## src/hw/rtl/adc_level_change_reporter_assert.svh

```systemverilog
// assertion macros for the rtl
`ifndef ADC_LEVEL_CHANGE_REPORTER_ASSERT_SVH
`define ADC_LEVEL_CHANGE_REPORTER_ASSERT_SVH

// same-cycle implication, held off during reset
`define ALCR_ASSERT_SAME(label, clk, rst_n, ante, cons) \
    label: assert property (@(posedge clk) disable iff (!rst_n) (ante) |-> (cons)) \
        else $error("assertion failed");

// next-cycle implication, held off during reset
`define ALCR_ASSERT_NEXT(label, clk, rst_n, ante, cons) \
    label: assert property (@(posedge clk) disable iff (!rst_n) (ante) |=> (cons)) \
        else $error("assertion failed");

`endif

```

## src/hw/rtl/alcr_pkg.sv

```systemverilog
`timescale 1ns / 1ps

package alcr_pkg;

    localparam int SAMPLE_W = 10;
    localparam int LEVEL_W  = 8;
    localparam int DIGIT_W  = 4;
    localparam int BEAT_W   = 2;

    localparam logic [LEVEL_W-1:0] DEADBAND_RESET = 8'd1;
    localparam logic [7:0]         CH_ZERO        = 8'h30;
    localparam logic [7:0]         CH_NEWLINE     = 8'h0A;

    // position of a character within a report
    localparam logic [BEAT_W-1:0] BEAT_HUNDREDS = 2'd0;
    localparam logic [BEAT_W-1:0] BEAT_TENS     = 2'd1;
    localparam logic [BEAT_W-1:0] BEAT_ONES     = 2'd2;
    localparam logic [BEAT_W-1:0] BEAT_NEWLINE  = 2'd3;

    typedef struct packed {
        logic [DIGIT_W-1:0] hundreds;
        logic [DIGIT_W-1:0] tens;
        logic [DIGIT_W-1:0] ones;
    } digits_t;

    // decimal split of an 8-bit level: compare-subtract for hundreds,
    // reciprocal multiply for tens (exact for every 7-bit remainder)
    function automatic digits_t to_digits(input logic [LEVEL_W-1:0] level);
        digits_t     d;
        logic [6:0]  rem;
        logic [14:0] prod;
        logic [7:0]  tens_x10;
        begin
            if (level >= 8'd200)
            begin
                d.hundreds = 4'd2;
                rem        = 7'(level - 8'd200);
            end
            else if (level >= 8'd100)
            begin
                d.hundreds = 4'd1;
                rem        = 7'(level - 8'd100);
            end
            else
            begin
                d.hundreds = 4'd0;
                rem        = level[6:0];
            end
            prod     = 15'(rem) * 15'd205;
            d.tens   = prod[14:11];
            tens_x10 = {d.tens, 3'b000} + {3'b000, d.tens, 1'b0};
            d.ones   = 4'({1'b0, rem} - tens_x10);
            return d;
        end
    endfunction

endpackage

```

## src/hw/rtl/alcr_if.sv

```systemverilog
`timescale 1ns / 1ps

// sample channel
interface alcr_sample_if;
    logic                              valid;
    logic                              ready;
    logic [alcr_pkg::SAMPLE_W-1:0]     adc_sample;

    modport source (output valid, output adc_sample, input ready);
    modport sink   (input valid, input adc_sample, output ready);
endinterface

// result channel
interface alcr_result_if;
    logic                              valid;
    logic                              ready;
    logic [alcr_pkg::LEVEL_W-1:0]      duty;
    logic                              has_char;
    logic [7:0]                        char_byte;
    logic                              last;

    modport source (output valid, output duty, output has_char, output char_byte,
                    output last, input ready);
    modport sink   (input valid, input duty, input has_char, input char_byte,
                    input last, output ready);
endinterface

```

## src/hw/rtl/adc_level_change_reporter.sv

```systemverilog
// channel      | dir | payload                              | handshake
// sample_in    | in  | adc_sample[9:0]                      | valid / ready
// result_out   | out | duty[7:0] has_char char_byte[7:0] last| valid / ready
// cfg          | in  | cfg_wdata[7:0] (deadband)            | cfg_we, no wait
//
// a sample is compared against the reported level and split into decimal
// digits in the cycle it is accepted, then held in one item register
// a reporting sample gives four results (one per cycle while result_out is
// ready), any other sample one, stepped by the output beat counter; the next
// sample is taken in the same cycle as the final result
// reset: deadband 1, reported level 0, no item held; stalls on result_out
// hold the item register and back-pressure sample_in
`timescale 1ns / 1ps

module adc_level_change_reporter
(
    input  logic                  clk,
    input  logic                  rst_n,
    alcr_sample_if.sink           sample_in,
    alcr_result_if.source         result_out,
    input  logic                  cfg_we,
    input  logic [7:0]            cfg_wdata
);

    `include "adc_level_change_reporter_assert.svh"

    // configuration and persistent state
    logic [alcr_pkg::LEVEL_W-1:0] deadband_reg;
    logic [alcr_pkg::LEVEL_W-1:0] reported_level_reg;

    // item register
    logic                         busy_reg;
    logic [alcr_pkg::BEAT_W-1:0]  beat_reg;
    logic [alcr_pkg::LEVEL_W-1:0] level_reg;
    logic                         report_reg;
    alcr_pkg::digits_t            digits_reg;

    // front-end decode of the incoming sample
    logic [alcr_pkg::LEVEL_W-1:0] level_in;
    logic [alcr_pkg::LEVEL_W-1:0] diff;
    logic                         report_next;
    alcr_pkg::digits_t            digits_next;

    logic in_acc;
    logic out_acc;
    logic final_beat;

    assign level_in    = sample_in.adc_sample[alcr_pkg::SAMPLE_W-1:2];
    assign diff        = (level_in > reported_level_reg) ? level_in - reported_level_reg
                                                         : reported_level_reg - level_in;
    assign report_next = diff > deadband_reg;
    assign digits_next = alcr_pkg::to_digits(level_in);

    // last result of the held item: the newline of a report, or the lone result
    assign final_beat = !report_reg || (beat_reg == alcr_pkg::BEAT_NEWLINE);

    assign out_acc = result_out.valid && result_out.ready;
    assign in_acc  = sample_in.valid && sample_in.ready;

    // free slot, or the slot empties this cycle
    assign sample_in.ready = !busy_reg || (result_out.ready && final_beat);

    // result payload straight from the item register
    assign result_out.valid    = busy_reg;
    assign result_out.duty     = level_reg;
    assign result_out.has_char = report_reg;
    assign result_out.last     = final_beat;

    always_comb
    begin
        if (!report_reg)
        begin
            result_out.char_byte = 8'h00;
        end
        else
        begin
            case (beat_reg)
                alcr_pkg::BEAT_HUNDREDS:
                    result_out.char_byte = alcr_pkg::CH_ZERO | {4'h0, digits_reg.hundreds};
                alcr_pkg::BEAT_TENS:
                    result_out.char_byte = alcr_pkg::CH_ZERO | {4'h0, digits_reg.tens};
                alcr_pkg::BEAT_ONES:
                    result_out.char_byte = alcr_pkg::CH_ZERO | {4'h0, digits_reg.ones};
                default:
                    result_out.char_byte = alcr_pkg::CH_NEWLINE;
            endcase
        end
    end

    // deadband register
    always_ff @(posedge clk or negedge rst_n)
    begin
        if (!rst_n)
        begin
            deadband_reg <= alcr_pkg::DEADBAND_RESET;
        end
        else if (cfg_we)
        begin
            deadband_reg <= cfg_wdata;
        end
    end

    // reported level moves when a report is taken in
    always_ff @(posedge clk or negedge rst_n)
    begin
        if (!rst_n)
        begin
            reported_level_reg <= '0;
        end
        else if (in_acc && report_next)
        begin
            reported_level_reg <= level_in;
        end
    end

    // item control: occupancy and beat counter
    always_ff @(posedge clk or negedge rst_n)
    begin
        if (!rst_n)
        begin
            busy_reg <= 1'b0;
            beat_reg <= alcr_pkg::BEAT_HUNDREDS;
        end
        else if (in_acc)
        begin
            busy_reg <= 1'b1;
            beat_reg <= alcr_pkg::BEAT_HUNDREDS;
        end
        else if (out_acc)
        begin
            if (final_beat)
            begin
                busy_reg <= 1'b0;
                beat_reg <= alcr_pkg::BEAT_HUNDREDS;
            end
            else
            begin
                beat_reg <= beat_reg + 2'd1;
            end
        end
    end

    // item payload, no reset needed
    always_ff @(posedge clk)
    begin
        if (in_acc)
        begin
            level_reg  <= level_in;
            report_reg <= report_next;
            digits_reg <= digits_next;
        end
    end

    // a report moves the reported level to the new sample's level
    `ALCR_ASSERT_NEXT(a_level_update, clk, rst_n, in_acc && report_next,
                      reported_level_reg == $past(level_in))
    // a non-reporting item never advances past its first beat
    `ALCR_ASSERT_SAME(a_beat_only_report, clk, rst_n, beat_reg != alcr_pkg::BEAT_HUNDREDS,
                      busy_reg && report_reg)
    // a newly taken item starts at its first beat
    `ALCR_ASSERT_NEXT(a_new_item_start, clk, rst_n, in_acc,
                      busy_reg && beat_reg == alcr_pkg::BEAT_HUNDREDS)
    // a taken result that is not final steps to the next character
    `ALCR_ASSERT_NEXT(a_beat_step, clk, rst_n, out_acc && !final_beat,
                      busy_reg && beat_reg == $past(beat_reg) + 2'd1)

endmodule

```

## src/flat_wrapper.sv

```systemverilog
// flat-port wrapper written by rule: the top's interface ports become plain ports
module adc_level_change_reporter_flat 
  (clk, rst_n, cfg_we, cfg_wdata, sample_in_valid, sample_in_adc_sample, sample_in_ready, result_out_valid, result_out_duty, result_out_has_char, result_out_char_byte, result_out_last, result_out_ready);
  alcr_sample_if sample_in_i ();
  alcr_result_if result_out_i ();
  input  logic clk;
  input  logic rst_n;
  input  logic cfg_we;
  input  logic [7:0] cfg_wdata;
  input wire logic [$bits(sample_in_i.valid)-1:0] sample_in_valid;
  input wire logic [$bits(sample_in_i.adc_sample)-1:0] sample_in_adc_sample;
  output wire logic [$bits(sample_in_i.ready)-1:0] sample_in_ready;
  output wire logic [$bits(result_out_i.valid)-1:0] result_out_valid;
  output wire logic [$bits(result_out_i.duty)-1:0] result_out_duty;
  output wire logic [$bits(result_out_i.has_char)-1:0] result_out_has_char;
  output wire logic [$bits(result_out_i.char_byte)-1:0] result_out_char_byte;
  output wire logic [$bits(result_out_i.last)-1:0] result_out_last;
  input wire logic [$bits(result_out_i.ready)-1:0] result_out_ready;
  assign sample_in_i.valid = sample_in_valid;
  assign sample_in_i.adc_sample = sample_in_adc_sample;
  assign sample_in_ready = sample_in_i.ready;
  assign result_out_valid = result_out_i.valid;
  assign result_out_duty = result_out_i.duty;
  assign result_out_has_char = result_out_i.has_char;
  assign result_out_char_byte = result_out_i.char_byte;
  assign result_out_last = result_out_i.last;
  assign result_out_i.ready = result_out_ready;
  adc_level_change_reporter u_core (.clk(clk), .rst_n(rst_n), .sample_in(sample_in_i), .result_out(result_out_i), .cfg_we(cfg_we), .cfg_wdata(cfg_wdata));
endmodule
```

## config.mk

```make
export PLATFORM = sky130hd
export DESIGN_NAME = adc_level_change_reporter_flat
export DESIGN_NICKNAME = d
export VERILOG_FILES = /design/src/hw/rtl/alcr_pkg.sv /design/src/hw/rtl/alcr_if.sv /design/src/hw/rtl/adc_level_change_reporter.sv /design/src/flat_wrapper.sv
export VERILOG_INCLUDE_DIRS = /design/src /design/src/hw/rtl
export SDC_FILE = /design/constraint.sdc
export NUM_CORES = 1
export LEC_CHECK = 0
export ABC_AREA = 1
export BUFFER_PORTS_ARGS = -buffer_cell sky130_fd_sc_hd__buf_2
export CAP_MARGIN = 0
export CORE_MARGIN = 5
export CORE_UTILIZATION = 50
export CTS_BUF_LIST = sky130_fd_sc_hd__clkbuf_4 sky130_fd_sc_hd__clkbuf_8
export CTS_CLUSTER_SIZE = 30
export DETAILED_ROUTE_END_ITERATION = 6
export GPL_TIMING_DRIVEN = 0
export HOLD_SLACK_MARGIN = 0.15
export PLACE_DENSITY = 0.73
export SETUP_SLACK_MARGIN = 0.05
export SYNTH_ARGS = -nofsm -noshare
export SYNTH_HDL_FRONTEND = slang
export SYNTH_SLANG_ARGS = --single-unit
```

## constraint.sdc

```tcl
create_clock -name clk -period 2.9 [get_ports clk]
set_input_delay 0.29 -clock clk [delete_from_list [all_inputs] [get_ports clk]]
set_output_delay 0.29 -clock clk [all_outputs]
set_load 0.1 [all_outputs]
```

After elaboration in Yosys (flattened, before gate mapping)

Index checks and enable logic that the tools add are counted.

Register bits after elaboration: 40
Input port bits: 23
Logic and storage cells: 48

Add/sub/neg operators: 7
Multiply operators: 1
Order comparisons: 4
Equality and inequality tests: 3
Multiplexer cells: 12
Reduce and logical (&&, ||, !) cells: 12

Operators by type and width:

| cell                                                | number |
|---|---|
| case mux 6 bit (3 select lines)                     | 1 |
| > comparator 8 bit                                  | 2 |
| two-way mux 8 bit                                   | 2 |
| subtractor 8 bit                                    | 2 |
| multiplier 7 x 8 -> 15 bit, second input constant   | 1 |
| two-way mux 7 bit                                   | 2 |
| subtractor 7 bit, second input constant             | 2 |
| >= comparator 8 x 7 -> 1 bit, second input constant | 1 |
| >= comparator 8 bit, second input constant          | 1 |
| two-way mux 2 bit                                   | 3 |
| adder 4 bit                                         | 1 |
| equality test 2 bit, second input constant          | 2 |
| logical AND 1 bit                                   | 4 |
| two-way mux 1 bit                                   | 4 |
| nonzero test 2 bit                                  | 2 |
| subtractor 4 bit                                    | 1 |
| adder 2 x 1 -> 2 bit, second input constant         | 1 |
| equality test 2 x 1 -> 1 bit, second input constant | 1 |
| zero test 1 bit                                     | 2 |
| zero test 2 bit                                     | 1 |
| logical OR 1 bit                                    | 2 |
| AND reduction 2 bit                                 | 1 |

Longest topological paths before layout

Gate-level depths: netlist (run 1).

Word-level depth: 7
Gate-level depth with buffers: 36
Mapped depth without buffers: 36

Worst setup path before layout (run 1)

No wires, ideal clock.

Kind: register -> output
From: register u_core.report_reg (netlist: u_core.result_out.has_char)
To: output port result_out_char_byte[2]
Arrival: 4.462 ns
Data required time: 2.610 ns
Setup slack: -1.852 ns
Stages on the path, launching flop included: 5
Path through: edfxtp_1 inv_1 nor2_2 inv_1 a21oi_1

Cells in the longest elaborated chain, start to end: 1

Ends and longest elaborated chain:

| what                     | RTL line                         | source |
|---|---|---|
| start: declaration       | adc_level_change_reporter.sv:35  | `logic report_reg;` |
| start signal: assignment | adc_level_change_reporter.sv:149 | `report_reg <= report_next;` |
| two-way mux 8 bit        | adc_level_change_reporter.sv:71  | `if (!report_reg)` |
| end: declaration         | flat_wrapper.sv:16               | `output wire logic [$bits(result_out_i.char_byte)-1:0] result_out_char_byte;` |

Every way passes these cells.

==> impl_results.md, run 1 <==
* Area leader, netlist: ha_1
* Cell mode on critical path: nand2_1
* P_leak at around 2.4 nW
* Hold depth at 3
* R2R depth at 19
* Initial antenna violation count at 0
* Final hold vios at 0
* Number of flip-flops under the largest register name at 10
* Max clock buf depth at 2
* Cell Area, Placed at between 4000 and 5000 um2
* Largest net degree at the start of global routing at 22
* Fmax at 224 MHz
* Die width at around 96 um
* Net Sw Frac at 0.516
* Post-route antenna net violation count at 0
* CP Launch Type: input pin
* Int Power at 0.00284 W
* Yosys reg bits at 38
* Layout Skew at about 0.011 ns
* # DRC at 0
* Clock Root Buffer: clkbuf_8
* CP arrival at about 4.5 ns
* Die area at just over 9000 um2
* Seq pwr share at 0.150
* Clock Power Share at 0.077
* Chip height at ~96 um
* Mean post-synth cell area at around 8.5 um2
* First-pass GRT wire length at between 10000 and 15000 um
* Worst-Skew Late Latency at 0.30 ns
* RSZ-0062 raised after global routing: true
* Setup crit end kind: flip-flop
* Max rail drop VDD at between 500 and 600 uV
* Yosys cell types at 42
* WS Path Type: in -> reg
* Share of the synthesized area in the top cell type at 0.237
* Placed Cells at 571
* Nets@finish at 620
* Crit Path Max Fanout at 6
* Ant diodes at 0
* Clock Sinks at 38
* Setup violators final at 16
* Post-Syn Area at between 3000 and 4000 um2
* Final non-filler cell total at slightly above 600
* Core Region at 7210 um2
* DR WL/cell at around 15 um
* Psw at ~0.003 W
* Total GRT Usage at 0.205
* Pwr/cell area at approximately 1200 nW/um2
* Register area share after synthesis at 0.283
* Worst-path clk slew at around 0.08 ns
* I/O Pins at 43
* Worst slew margin at 0.543
* DRT Pass-1 Iters at 4
* Dpl ws at -2.31 ns
* Worst-margin pin slew at just under 0.7 ns
* Synth Warn # at 0
* Count of pins over their slew limit at 0
* Final HPWL DP at around 6500 um
* Violated checks: setup timing
* Placer Congestion at between 0.8 and 0.9
* Leading cell types in the layout, fill and taps excluded: inv_1, nand2_1, ha_1
* CP peak stage delay at 0.49 ns
* Asr flop ratio synth at 0.500
* Remaining Overflow, GRT at 0
* Final WS setup at -1.56 ns
* Main synth FF type: edfxtp_1
* Maxcap violations at 0
* Row Count at 31
* Post-layout min period at 4.46 ns
* HP Class: in -> reg
* Synth Instances at roughly 430
* H-Tree Depth at 2
* Post-Route Utilization at 0.704
* Ranking of synthesized cells by area: ha_1, edfxtp_1, dfrtp_1
* Number of global-route vias before repair at about 3200
* Initial DRC Count at between 200 and 250
* PortBufs at 38
* Slowest-stage cell, CP: fa_1
* Comb pwr share at 0.773
* Mean number of vias per cell at roughly 5.2
* Vias at between 3000 and 4000
* Most common cell after layout, fill and taps aside: inv_1
* Pwr Total at a little under 0.006 W
* Layout cell share with drive strength beyond 1 at 0.415
* Initial Utilization at 0.512
* Status: finished with violations
* Worst Path Required at 2.95 ns
* Final Cell Area at roughly 5000 um2
* Post-route clock period utilization at 1.54
* Layout area overhead at 37.5%
* Inserted Clock Buffers at 5
* Drt total wl at roughly 9500 um
* CTS tree: built
* Number of synthesized flops with an enable pin at 19
==> cell usage after synthesis, drive strengths merged, types with 2 or more instances <==
cell    count
a21oi      32
nor2       13
or2         2
o211ai      2
o21ai      31
edfxtp     19
dfrtp      18
nand4       3
a31oi       2
nand2      94
inv        81
buf         5
fa         10
mux2        2
xor2        9
ha         70
xnor2       3
nand3      23
==> power by group through the flow <==
stage / registers [W] / logic [W] / clock network [W]
2_1_floorplan: 0.00105 / 0.00280 / 0
3_3_place_gp: 0.000878 / 0.00353 / 0
3_5_place_dp: 0.000886 / 0.00363 / 0
4_1_cts: 0.000877 / 0.00405 / 0.000458
5_1_grt: 0.000898 / 0.00496 / 0.000492
6_report: 0.000882 / 0.00455 / 0.000455
==> worst max-delay path, delay by kind of cell <==
| family | cells | cell delay, ns |
|---|---|---|
| xor+xnor | 1 | 0.22 |
| simple gates | 19 | 1.38 |
| buf+inv | 6 | 0.41 |
| compound gates | 1 | 0.14 |
| fa+ha+maj | 7 | 2.04 |
==> final timing paths <==
path / slack [ns] / end / start
max in group asynchronous: 2.10 / u_core.deadband_reg[0] / rst_n
worst min register to register: 0.52 / u_core.reported_level_reg[7] / u_core.reported_level_reg[7]
min in group asynchronous: 0.47 / u_core.reported_level_reg[1] / rst_n
worst max-delay path: -1.56 / u_core.digits_reg[3] / sample_in_adc_sample[2]
worst min-delay path: 0.19 / u_core.deadband_reg[1] / cfg_wdata[1]
worst max register to register: -0.37 / u_core.reported_level_reg[6] / u_core.reported_level_reg[5]
==> cell type report <==
cell class / instances / area [um2]
Clock inverter: 3 / 42.5
Buffer: 6 / 48.8
Tap cell: 99 / 124
Sequential cell: 38 / 1050
Timing Repair Buffer: 76 / 533
Multi-Input combinational cell: 309 / 2890
Fill cell: 508 / 2130
Clock buffer: 5 / 68.8
Inverter: 81 / 332
==> through the flow <==
step	TNS (ns)	hold slack (ns)
after floorplan	-18.76	-0.00559
after global placement	-18.04	0.254
after detailed placement	-18.54	0.261
after CTS	-9.75	0.197
after global routing	-14.58	0.190
final	-11.65	0.193
==> layer usage <==
layer / track usage / share of wire / up-vias
met2: 0.364 / 0.50 / 85
met5: 0 / 0 / -
met4: 0.0355 / 0.015 / 0
li1: - / - / 1583
met1: 0.259 / 0.42 / 1522
met3: 0.0422 / 0.061 / 17
==> repair_timing <==
item / in CTS / in global routing
pin swaps: 39 / 32
resized for setup: 59 / 41
setup endpoints to repair: 16 / 16
hold buffers: 1 / 0
endpoints found under the hold margin: 18 / 0
setup buffers: 23 / 13
gates cloned: 2 / 0
==> logic make-up after synthesis <==
family / Yosys count / share of synthesized area
AND/OR/NAND/NOR: 137 / 0.177
buffers and inverters: 87 / 0.0938
adder cells (fa/ha/maj): 80 / 0.291
AO/OA/AOI/OAI: 75 / 0.116
flip-flops: 38 / 0.283
XOR/XNOR: 12 / 0.0284
multiplexers: 3 / 0.00880
other: 1 / 0.00101
Note: power is estimated with default switching activity, not from simulation.
==> run 2: changes to the inputs <==
--- a/config.mk
+++ b/config.mk
@@ -16,7 +16,7 @@
 export DETAILED_ROUTE_END_ITERATION = 6
 export GPL_TIMING_DRIVEN = 0
 export HOLD_SLACK_MARGIN = 0.15
-export PLACE_DENSITY = 0.73
+export PLACE_DENSITY = 0.78
 export SETUP_SLACK_MARGIN = 0.05
 export SYNTH_ARGS = -nofsm -noshare
 export SYNTH_HDL_FRONTEND = slang
==> constraint.sdc (replaced) <==
create_clock -name clk -period 2.9 [get_ports clk]
set_input_delay 0 -clock clk [delete_from_list [all_inputs] [get_ports clk]]
set_output_delay 0 -clock clk [all_outputs]
set_load 0.1 [all_outputs]
==> run 2 against run 1 <==
The run still ends with setup timing left. Clock power rose by 19%. Global-route usage increased by 3.7 points. Utilization grew 7.6 points. Highest routed layer unchanged. Sequential power up 0.8%. Critical path depth rose by 2. Die area stayed put. Maximum frequency decreased by 0.44%. Total power up 18%. Clock-buffer cell count unchanged. Routed wire length up 27%.
==> impl_results.md, run 2 (synthesized netlist as in run 1, its figures left out) <==
* Status: finished with violations
* Violated checks: setup timing
* Worst-path clk slew at 0.08 ns (about the same)
* I/O Pins at 43 (unchanged)
* Largest net degree at the start of global routing at 22 (unchanged)
* Worst-Skew Late Latency at 0.30 ns (about the same)
* Int Power at 0.00341 W (+20%)
* Most Crowded Layer GR: met2
* Pwr/cell area at 1240 nW/um2 (+6.8%)
* Layout area overhead at 52.4%
* Clock Power Share at 0.078 (about the same)
* Final WS setup at -1.58 ns (-0.0197 ns)
* Initial antenna violation count at 0 (unchanged)
* Max rail drop VDD at 1230 uV (+120%)
* DR WL/cell at 18.3 um (+19%)
* Total GRT Usage at 0.242 (+0.0370)
* Global Route met3 Usage at 0.0422 (unchanged)
* Cell Area, Placed at 4230 um2 (-0.15%)
* Psw at 0.00356 W (+17%)
* Seq pwr share at 0.128 (-0.022)
* Final hold vios at 0 (unchanged)
* Vias at 3760 (+17%)
* RSZ-0062 raised after global routing: true
* CP peak stage delay at 0.50 ns (about the same)
* CP Launch Type: input pin
* Nets@finish at 666 (+7.4%)
* First-pass GRT wire length at 17100 um (+17%)
* Die area at 9210 um2 (unchanged)
* Layout cell share with drive strength beyond 1 at 0.447 (+0.0318)
* Post-route clock period utilization at 1.54 (+0.00679)
* Met2 usage at 0.437 (+0.0730)
* Fmax at 223 MHz (-0.44%)
* PortBufs at 38 (unchanged)
* Remaining Overflow, GRT at 0 (unchanged)
* HP Class: in -> reg
* Net Sw Frac at 0.510 (-0.00610)
* Crit Path Max Fanout at 5 (-1)
* Placer Congestion at 0.864 (-1.1%)
* CTS tree: built
* Initial DRC Count at 312 (+46%)
* Worst slew margin at 0.570 (+0.0277)
* Final Cell Area at 5630 um2 (+11%)
* Clock Sinks at 38 (unchanged)
* Slowest-stage cell, CP: fa_1
* Core Region at 7210 um2 (unchanged)
* Most common cell after layout, fill and taps aside: inv_1
* Maxcap violations at 0 (unchanged)
* Drt total wl at 12100 um (+27%)
* Total negative slack at -11.22 ns (+0.435 ns)
* Post-layout min period at 4.48 ns (+0.0197 ns)
* Row Count at 31 (unchanged)
* Final HPWL DP at 6320 um (-2.3%)
* Count of pins over their slew limit at 0 (unchanged)
* Max clock buf depth at 2 (unchanged)
* Worst Path Required at 2.95 ns (about the same)
* Chip height at 96.0 um (unchanged)
* Number of global-route vias before repair at 3691 (+15%)
* Initial Utilization at 0.512 (unchanged)
* Cell mode on critical path: nand2_2
* Post-route antenna net violation count at 0 (unchanged)
* Ant diodes at 0 (unchanged)
* WS Path Type: in -> reg
* Die width at 96.0 um (unchanged)
* Met1 Use GR at 0.282 (+0.0235)
* Layout Skew at 0.00907 ns (-0.00155 ns)
* Worst-margin pin slew at 0.643 ns (-0.0414 ns)
* Leading cell types in the layout, fill and taps excluded: inv_1, nand2_1, buf_4
* Number of flip-flops under the largest register name at 10 (unchanged)
* DRT Pass-1 Iters at 5 (+1)
* P_leak at 2.68 nW (+10%)
* Inserted Clock Buffers at 5 (unchanged)
* Clock Root Buffer: clkbuf_8
* H-Tree Depth at 2 (unchanged)
* # DRC at 0 (unchanged)
* Comb pwr share at 0.795 (+0.022)
* Setup violators final at 16 (unchanged)
* Setup crit end kind: flip-flop
* CP arrival at 4.53 ns (+0.02 ns)
* Mean number of vias per cell at 5.67 (+9.1%)
-- run 2: cell types whose count changed in the layout (fill, tap and decap cells not counted), moves of 4 or more --
cell	before	now
nand2_2	22	28
o21ai_0	14	10
buf_6	6	10
o21ai_2	7	11
buf_4	37	49
dlygate4sd3_1	1	31
nand2_1	63	54
-- run 2: repair_timing --
item / CTS / global route
resized for setup: 90 / 45
setup endpoints to repair: 16 / 16
pin swaps: 44 / 39
gates cloned: 2 / 0
endpoints found under the hold margin: 43 / 0
hold buffers: 31 / 0
buffers inserted: 31 / 20
-- run 2: worst paths after layout --
check,start,endpoint,slack [ns],depth (start not counted)
worst max-delay path,sample_in_adc_sample[2],u_core.digits_reg[3],-1.58,36
worst min-delay path,sample_in_adc_sample[5],u_core.reported_level_reg[3],0.17,4
worst max register to register,u_core.reported_level_reg[0],u_core.reported_level_reg[0],-0.36,22
worst min register to register,u_core.reported_level_reg[7],u_core.reported_level_reg[7],0.50,2
max in group asynchronous,rst_n,u_core.deadband_reg[0],2.36,2
min in group asynchronous,rst_n,u_core.reported_level_reg[0],0.19,2
-- run 2: power by group through the flow --
stage	sequential (W)	combinational, W	clock (W)
finish	0.000889	0.00554	0.000541
CTS	0.000879	0.00466	0.000540
global route	0.000905	0.00589	0.000573
detailed placement	0.000880	0.00361	0
floorplan	0.00105	0.00280	0
global placement	0.000877	0.00351	0
-- run 2: layer usage --
metal,part of all wire,vias to the layer above
met1,0.39,1809
met4,0.050,0
li1,-,1679
met3,0.065,74
met2,0.49,198
met5,0,-
-- run 2: metrics by stage --
stage | total power, W | hold slack (ns) | worst slack, ns | cells | utilization
floorplan | 0.00385 | -0.296 | -1.37 | 434 | -
global placement | 0.00439 | -0.0308 | -1.98 | 571 | 0.586
detailed placement | 0.00449 | -0.0320 | -2.12 | 571 | 0.586
CTS | 0.00608 | 0.157 | -1.24 | 643 | 0.735
global route | 0.00737 | 0.172 | -1.70 | 663 | 0.781
finish | 0.00697 | 0.169 | -1.58 | 663 | 0.781
-- run 2: area by class of cell --
cell class / count / area (um2)
well taps: 99 / 124
repair buffers: 122 / 971
plain buffers: 6 / 48.8
flip-flops and latches: 38 / 1050
clock buffers: 5 / 68.8
fillers: 416 / 1580
clock inverters: 3 / 63.8
inverters: 81 / 327
multi-input cells: 309 / 2980
-- run 2: worst max-delay path, delay by kind of cell --
kind                     cells  cell delay (ns)
adder cells (fa/ha/maj)      7             2.07
AO/OA/AOI/OAI                1             0.20
buffers and inverters        8             0.73
AND/OR/NAND/NOR             20             1.54
